**src/sv/dse_pkg.sv**
```systemverilog
// ----------------------------------------------------------------------------
// dse_pkg
// Shared constants and types for the DLE/STX frame encoder.
// ----------------------------------------------------------------------------
package dse_pkg;

	localparam logic [7:0] SYM_DLE = 8'h10;
	localparam logic [7:0] SYM_STX = 8'h02;
	localparam logic [7:0] SYM_ETX = 8'h03;

	localparam int MAX_RUN = 7;
	localparam int CNT_W   = $clog2(MAX_RUN + 1);

	typedef logic [7:0]       byte_t;
	typedef logic [CNT_W-1:0] cnt_t;

	typedef struct packed {
		logic [MAX_RUN-1:0][7:0] seq;
		cnt_t                    count;
		byte_t                   check_next;
	} run_t;

endpackage

```
**src/sv/dse_expand.sv**
```systemverilog
// ----------------------------------------------------------------------------
// dse_expand
// Expands one input word into its run of framed bytes and next check byte.
// ----------------------------------------------------------------------------
module dse_expand (
	input  dse_pkg::byte_t data_byte,
	input  logic           has_data,
	input  logic           start_of_frame,
	input  logic           end_of_frame,
	input  dse_pkg::byte_t check_acc,
	output dse_pkg::run_t  run
);
	import dse_pkg::*;

	always_comb begin
		cnt_t  k;
		byte_t chk;
		k   = '0;
		chk = check_acc;
		run = '0;
		if (start_of_frame) begin
			chk = '0;
			run.seq[k] = SYM_DLE;
			k = k + cnt_t'(1);
			run.seq[k] = SYM_STX;
			k = k + cnt_t'(1);
		end
		if (has_data) begin
			if (data_byte == SYM_DLE) begin
				run.seq[k] = SYM_DLE;
				k = k + cnt_t'(1);
			end
			run.seq[k] = data_byte;
			k = k + cnt_t'(1);
			chk = chk ^ data_byte;
		end
		if (end_of_frame) begin
			run.seq[k] = SYM_DLE;
			k = k + cnt_t'(1);
			run.seq[k] = SYM_ETX;
			k = k + cnt_t'(1);
			run.seq[k] = chk ^ SYM_ETX;
			k = k + cnt_t'(1);
			chk = '0;
		end
		run.count      = k;
		run.check_next = chk;
	end

endmodule

```
**src/sv/dle_stx_frame_encoder.sv**
```systemverilog
// ----------------------------------------------------------------------------
// dle_stx_frame_encoder
// Byte-stuffing frame encoder with DLE STX / DLE ETX markers and XOR check.
// ----------------------------------------------------------------------------
// Each input word produces one output word per framed byte: none for an idle
// word, one for a plain payload byte, up to seven for a one-byte frame whose
// payload is DLE. The single output register sets the pace at one byte per
// cycle while the sink is ready; the next input word is taken in the same
// cycle that a run's last byte enters the output register, so no gaps occur.
module dle_stx_frame_encoder (
	input  logic       clk,
	input  logic       arst_n,
	input  logic       s_axis_tvalid,
	output logic       s_axis_tready,
	input  logic [7:0] s_axis_tdata,   // [7:0] data_byte
	input  logic [1:0] s_axis_tuser,   // [0] has_data, [1] start_of_frame
	input  logic       s_axis_tlast,   // end_of_frame
	output logic       m_axis_tvalid,
	input  logic       m_axis_tready,
	output logic [7:0] m_axis_tdata,   // [7:0] out_byte
	output logic       m_axis_tlast    // run_last
);
	import dse_pkg::*;

	run_t  run;
	byte_t check_acc_q;
	logic [MAX_RUN-1:0][7:0] seq_s1;
	cnt_t  count_s1;
	cnt_t  idx_q;
	logic  busy_s1;
	logic  m_valid_q;
	byte_t m_data_q;
	logic  m_last_q;
	logic  out_adv;
	logic  last_idx;
	logic  move;
	logic  in_acc;

	dse_expand u_expand (
		.data_byte      (s_axis_tdata),
		.has_data       (s_axis_tuser[0]),
		.start_of_frame (s_axis_tuser[1]),
		.end_of_frame   (s_axis_tlast),
		.check_acc      (check_acc_q),
		.run            (run)
	);

	assign out_adv       = !m_valid_q || m_axis_tready;
	assign last_idx      = (idx_q == count_s1 - cnt_t'(1));
	assign move          = busy_s1 && out_adv;
	assign s_axis_tready = !busy_s1 || (out_adv && last_idx);
	assign in_acc        = s_axis_tvalid && s_axis_tready;

	always_ff @(posedge clk or negedge arst_n) begin
		if (!arst_n) begin
			check_acc_q <= '0;
			busy_s1     <= 1'b0;
			idx_q       <= '0;
			m_valid_q   <= 1'b0;
		end else begin
			if (in_acc) begin
				check_acc_q <= run.check_next;
			end
			if (in_acc && run.count != '0) begin
				busy_s1 <= 1'b1;
				idx_q   <= '0;
			end else if (move) begin
				idx_q <= idx_q + cnt_t'(1);
				if (last_idx) begin
					busy_s1 <= 1'b0;
				end
			end
			if (move) begin
				m_valid_q <= 1'b1;
			end else if (m_axis_tready) begin
				m_valid_q <= 1'b0;
			end
		end
	end

	always_ff @(posedge clk) begin
		if (in_acc) begin
			seq_s1   <= run.seq;
			count_s1 <= run.count;
		end
		if (move) begin
			m_data_q <= seq_s1[idx_q];
			m_last_q <= last_idx;
		end
	end

	assign m_axis_tvalid = m_valid_q;
	assign m_axis_tdata  = m_data_q;
	assign m_axis_tlast  = m_last_q;

endmodule

```
**config.mk**
```make
export PLATFORM = sky130hd
export DESIGN_NAME = dle_stx_frame_encoder
export DESIGN_NICKNAME = d
export VERILOG_FILES = /design/src/sv/dse_pkg.sv /design/src/sv/dse_expand.sv /design/src/sv/dle_stx_frame_encoder.sv
export SDC_FILE = /design/constraint.sdc
export NUM_CORES = 1
export LEC_CHECK = 0
export BUFFER_PORTS_ARGS = -buffer_cell sky130_fd_sc_hd__buf_2
export CAP_MARGIN = 10
export CORE_MARGIN = 2
export CORE_UTILIZATION = 44
export DETAILED_ROUTE_END_ITERATION = 10
export GPL_ROUTABILITY_DRIVEN = 0
export PLACE_DENSITY = 0.63
export SLEW_MARGIN = 40
export SYNTH_ARGS = -nofsm -noshare
export SYNTH_HDL_FRONTEND = slang
export SYNTH_SLANG_ARGS = --single-unit
```
**constraint.sdc**
```tcl
create_clock -name clk -period 3.78 [get_ports clk]
set_clock_uncertainty 0.2 [all_clocks]
set_input_delay 0.189 -clock clk [delete_from_list [all_inputs] [get_ports clk]]
set_output_delay 0.189 -clock clk [all_outputs]
set_load 0.05 [all_outputs]
```
# [Word-level counts from Yosys, hierarchy flattened]
# Cells that the tools add are included.
[word_totals] mem_bits_rw=0 elab_cells=97 register_bits=81 out_inout_bits=11 latch_bits=0 romBits=0 mem_count=0
[classes] shift=0 bitwise=11 addsub=7 eq_ne=2 n_mux=34 n_div=0 magnitude_cmp=11 reduce_logical=18 n_mul=0
[op_table] operator="56-bit two-way mux" n=4
[op_table] operator="8-bit demux with 3-bit select" n=5
[op_table] operator="56-bit bitwise mux" n=2
[op_table] operator="49-bit inverter" n=2
[op_table] operator="8-bit two-way mux" n=9
[op_table] operator="14-bit by 49-bit bitwise AND with 49-bit output" n=1
[op_table] operator="49-bit bitwise AND" n=1
[op_table] operator="42-bit bitwise AND" n=1
[op_table] operator="42-bit inverter" n=1
[op_table] operator="8-bit binary-select mux with 3-bit select" n=1
[op_table] operator="3-bit by 4-bit less-than comparator with 1-bit output, second input constant" n=5
[op_table] operator="3-bit two-way mux" n=6
[op_table] operator="3-bit by 1-bit adder with 3-bit output, second input constant" n=5
[op_table] operator="14-bit OR" n=1
[op_table] operator="3-bit by 1-bit greater-or-equal comparator with 1-bit output, second input constant" n=4
[op_table] operator="10-bit two-way mux" n=1
[op_table] operator="1-bit logical AND" n=9
[op_table] operator="8-bit by 5-bit == test with 1-bit output, second input constant" n=1
[op_table] operator="8-bit XOR" n=1
[op_table] operator="1-bit by 7-bit OR with 7-bit output" n=1
[op_table] operator="7-bit OR" n=1
[op_table] operator="2-bit nonzero test" n=3
[op_table] operator="1-bit two-way mux" n=5
[op_table] operator="2-bit by 4-bit less-than comparator with 1-bit output, second input constant" n=1
[op_table] operator="other kinds (10)" n=12

# [Longest topological paths before layout]
[depth] depth_word=15 ltp_mapped=10 mapped_depth_nobuf=9

# [Hierarchy]
# Synthesis repeated with hierarchy kept, for this count alone.
[hier_totals] cells_unflattened=424 hier_area_um2=4570.6
[by_module_without_submodules] module="dle_stx_frame_encoder" instances=1 cells_each=174 area_each_um2=3143.0 seq_area_each_um2=2367.3
[by_module_without_submodules] module="dse_expand" instances=1 cells_each=250 area_each_um2=1427.6 seq_area_each_um2=0.0

# [Worst setup path after synthesis]
# Ideal clock, no wire load.
[synth_path] path_type="register -> register" startpoint="reg count_s1[0]" endpoint="reg count_s1[0] (enable)" path_buffers=0 t_required_ns=3.165 period_less_slack_ns=3.858 setup_slack_ns=-0.078 path_stages_with_launch=7 setup_ns=0.415 arrival_time_ns=3.242 cell_sequence="edfxtp_1 -> inv_1 -> ha_1 -> xor3_1 -> o41ai_4 -> nand2_4 -> inv_1"
[synth_between] elab_chain_cells=5
[synth_rtl] element="from (decl)" line="dle_stx_frame_encoder.sv:28" rtl="cnt_t count_s1;"
[synth_rtl] element="from (signal assigned)" line="dle_stx_frame_encoder.sv:84" rtl="count_s1 <= run.count;"
[synth_rtl] element="3-bit by 1-bit subtractor with 3-bit output" line="dle_stx_frame_encoder.sv:49" rtl="assign last_idx = (idx_q == count_s1 - cnt_t'(1));"
[synth_rtl] element="3-bit == test" line="dle_stx_frame_encoder.sv:49"
[synth_rtl] element="1-bit logical AND" line="dle_stx_frame_encoder.sv:51" rtl="assign s_axis_tready = !busy_s1 || (out_adv && last_idx);"
[synth_rtl] element="1-bit logical OR" line="dle_stx_frame_encoder.sv:51"
[synth_rtl] element="net s_axis_tready" line="dle_stx_frame_encoder.sv:14" rtl="output logic s_axis_tready,"
[synth_rtl] element="1-bit logical AND" line="dle_stx_frame_encoder.sv:52" rtl="assign in_acc = s_axis_tvalid && s_axis_tready;"
[synth_rtl] element="net in_acc" line="dle_stx_frame_encoder.sv:37" rtl="logic in_acc;"
# The timed path passes the listed nets, and every way through them passes these cells.
# A chain may end at the register's enable or synchronous reset.

==> summary.md <==
| Metric | Value |
|---|---|
| Final #Nets | 460 |
| Setup TNS | 0 ns |
| Initial DRC count | between 400 and 500 |
| Core ar. | roughly 10000 um^2 |
| Final setup vio count | 0 |
| H-Tree Level Count | 3 |
| IO Pins | 26 |
| Yosys top cell by area | edfxtp_1 |
| MaxCap Viol Count | 0 |
| Total GRT Usage | 0.201 |
| Commonest non-fill, non-tap cells in the layout | edfxtp_1, nor2_1, nand2_1 |
| Syn Nets | 430 |
| Startpoint Class | input port |
| Fillers | just over 900 |
| Placed cells | between 500 and 600 |
| Vias | between 3000 and 4000 |
| Unique masters post-synth | 50 |
| WP data arrival | 3.09 ns |
| Critical path type | in -> reg |
| Sequential Area | roughly 2400 um^2 |
| Area Overhead vs Synth | 11.5% |
| Total CTS buffers | 9 |
| Most common cell after layout, fill and taps aside | edfxtp_1 |
| Largest cells by area after synthesis | edfxtp_1, dfrtp_1, mux4_2, a21oi_1, nor2_1 |
| Slew Limit Headroom | 0.455 |
| Status | complete, no violations |
| Initial Util | 0.455 |
| PnR worst setup slack | between 0.5 and 0.6 ns |
| Initial antenna violation count | 0 |
| 1st-pass router iterations | 6 |
| CTS tree | yes |
| Remaining DRCs | 0 |
| Ys async rst share | 0.160 |
| Required time of the critical path | about 3.7 ns |
| Full die area | around 11000 um^2 |
| Place WS | 0.688 ns |
| WL/cell | ~18 um |
| Post-CTS resize count | 0 |
| Final min period | approximately 3.2 ns |
| Worst skew pair latency | about 0.35 ns |
| Synth Area per Inst | between 10 and 15 um^2 |
| Ant diodes | 0 |
| CTS Root Cell | clkbuf_8 |
| P_leak | approximately 1.9 nW |
| Synth Instances | 404 |
| Crit-path max FO | 7 |
| Share of layout cells above drive strength 1 | 0.162 |
| Cell Area, Synth | between 4000 and 5000 um^2 |
| Fraction of the yosys area taken by sequential cells | 0.530 |
| # rows | 36 |
| Grt total ovfl | 0 |
| Multi-input gate area | 1940 um^2 |
| Vias in the first global route | 3106 |
| Post-synth top area share | 0.457 |
| Most used DFF post-synth | edfxtp_1 |
| Clk pin slew, worst setup/hold paths | ~0.080 ns |
| Setup crit end kind | flop |
| IR drop worst, VDD | between 0.0003 and 0.0004 V |
| Pin count of the biggest net entering global routing | 48 |
| Unrepaired setup endpoints after global routing | false |
| Die width | approximately 100 um |
| #FFs+latches synth | slightly above 80 |
| EDFF count, synth | 68 |
| Fin. Hold Viols | 0 |
| Clock Sink Count | 81 |
| Peak Freq | 311 MHz |
| Post-Route WL | about 10000 um |
| Worst Tran Pin Value | about 0.8 ns |
| Clock Path Buffers | 2 |
| Fin Hold WS | roughly 0.032 ns |
| Final std cells w/o fill | 572 |
| Hold crit path type | in -> reg |
| Yosys warns | 0 |
| Post-layout power | roughly 0.0033 W |
| IO Port Bufs | 25 |
| DIE HEIGHT | approximately 100 um |
| Post-route ant nets | 0 |
| First-pass GRT wire length | between 15000 and 20000 um |
| Final worst path period share | 0.850 |
| P per Cell Area | approximately 660 nW/um^2 |
| Detailed placement HPWL | 7630 um |
| Fin. max-slew vios | 0 |
| Vias per std cell | between 5 and 6 |
## cells by family after synthesis
logic type,Yosys count,share of synthesized area
AOI/OAI and AO/OA,101,0.150
buffers and inverters,35,0.0358
DFF,81,0.530
muxes,22,0.0728
and+or+nand+nor,140,0.148
xor gates and xnor gates,14,0.0308
adders and majority gates,11,0.0325
## cells in the mapped netlist (all sizes together), types with 2 or more instances
library cell / instances
edfxtp: 68
nor2: 42
nand2: 41
a21oi: 36
o21ai: 20
inv: 15
dfrtp: 13
and3: 12
o22ai: 12
buf: 11
nand3: 11
xnor2: 11
ha: 10
mux2i: 10
clkbuf: 9
mux4: 8
nand2b: 8
nand4: 6
a22o: 5
o21a: 5
o31ai: 5
mux2: 4
nor2b: 4
nor3: 4
o41ai: 4
a22oi: 3
and2: 3
or2: 3
a311oi: 2
a31oi: 2
nor4: 2
o221ai: 2
xor2: 2
## power breakdown
part           switching [W]  internal, W  total, W
Combinational       0.000845     0.000439   0.00128
Sequential          0.000108      0.00128   0.00138
Clock               0.000306     0.000307  0.000613
## critical path, cell delays in order
cell and delay (ns):
dlygate4sd3_1 0.54, buf_2 0.14, nor4b_1 0.35, and2_1 0.37
inv_1 0.12, ha_1 0.39, mux2_2 0.31, o22ai_1 0.11
nand3_1 0.18, nand3_1 0.25, o22ai_1 0.15
## worst paths after layout
kind / from / cells past startpoint / end / slack, ns
worst max-delay path: s_axis_tdata[7] / 11 / seq_s1[10] / 0.57
worst min register to register: check_acc_q[4] / 2 / check_acc_q[4] / 0.29
worst min-delay path: s_axis_tdata[2] / 2 / seq_s1[26] / 0.03
min in group asynchronous: arst_n / 2 / m_axis_tvalid / 0.06
max in group asynchronous: arst_n / 2 / check_acc_q[0] / 3.06
worst max register to register: idx_q[2] / 5 / seq_s1[52] / 0.72
## cell type report
type | instances | area share
Sequential cell | 81 | 0.475
Inverter | 15 | 0.0120
Timing Repair Buffer | 39 | 0.0522
Tap cell | 133 | 0.0334
Multi-Input combinational cell | 288 | 0.390
Clock inverter | 4 | 0.0108
Clock buffer | 12 | 0.0271
## through the flow
stage          area, um^2  utilization
3_5_place_dp         4730        0.481
5_1_grt              4990        0.508
2_1_floorplan        4470            -
6_report             4990        0.508
4_1_cts              4990        0.508
3_3_place_gp         4730        0.481
## state kept, by name, summed over array words and instances, names as in the netlist
register and flops:
busy_s1 1, check_acc_q 8, count_s1 3, idx_q 3
m_axis_tdata 8, m_axis_tlast 1, m_axis_tvalid 1, seq_s1 56
## what timing repair did
item | in CTS | in global routing
hold buffers | 7 | 0
hold endpoints to repair | 19 | 0
setup endpoints to repair | 0 | 0
setup buffers | 0 | 0
## metal layers
| layer | global-route usage | share of wire | vias up |
|---|---|---|---|
| met4 | 0.0724 | 0.021 | 0 |
| li1 | - | - | 1557 |
| met1 | 0.285 | 0.45 | 1559 |
| met5 | 0 | 0 | - |
| met2 | 0.299 | 0.44 | 185 |
| met3 | 0.0543 | 0.089 | 17 |
Note: power is estimated with default switching activity, not from simulation.
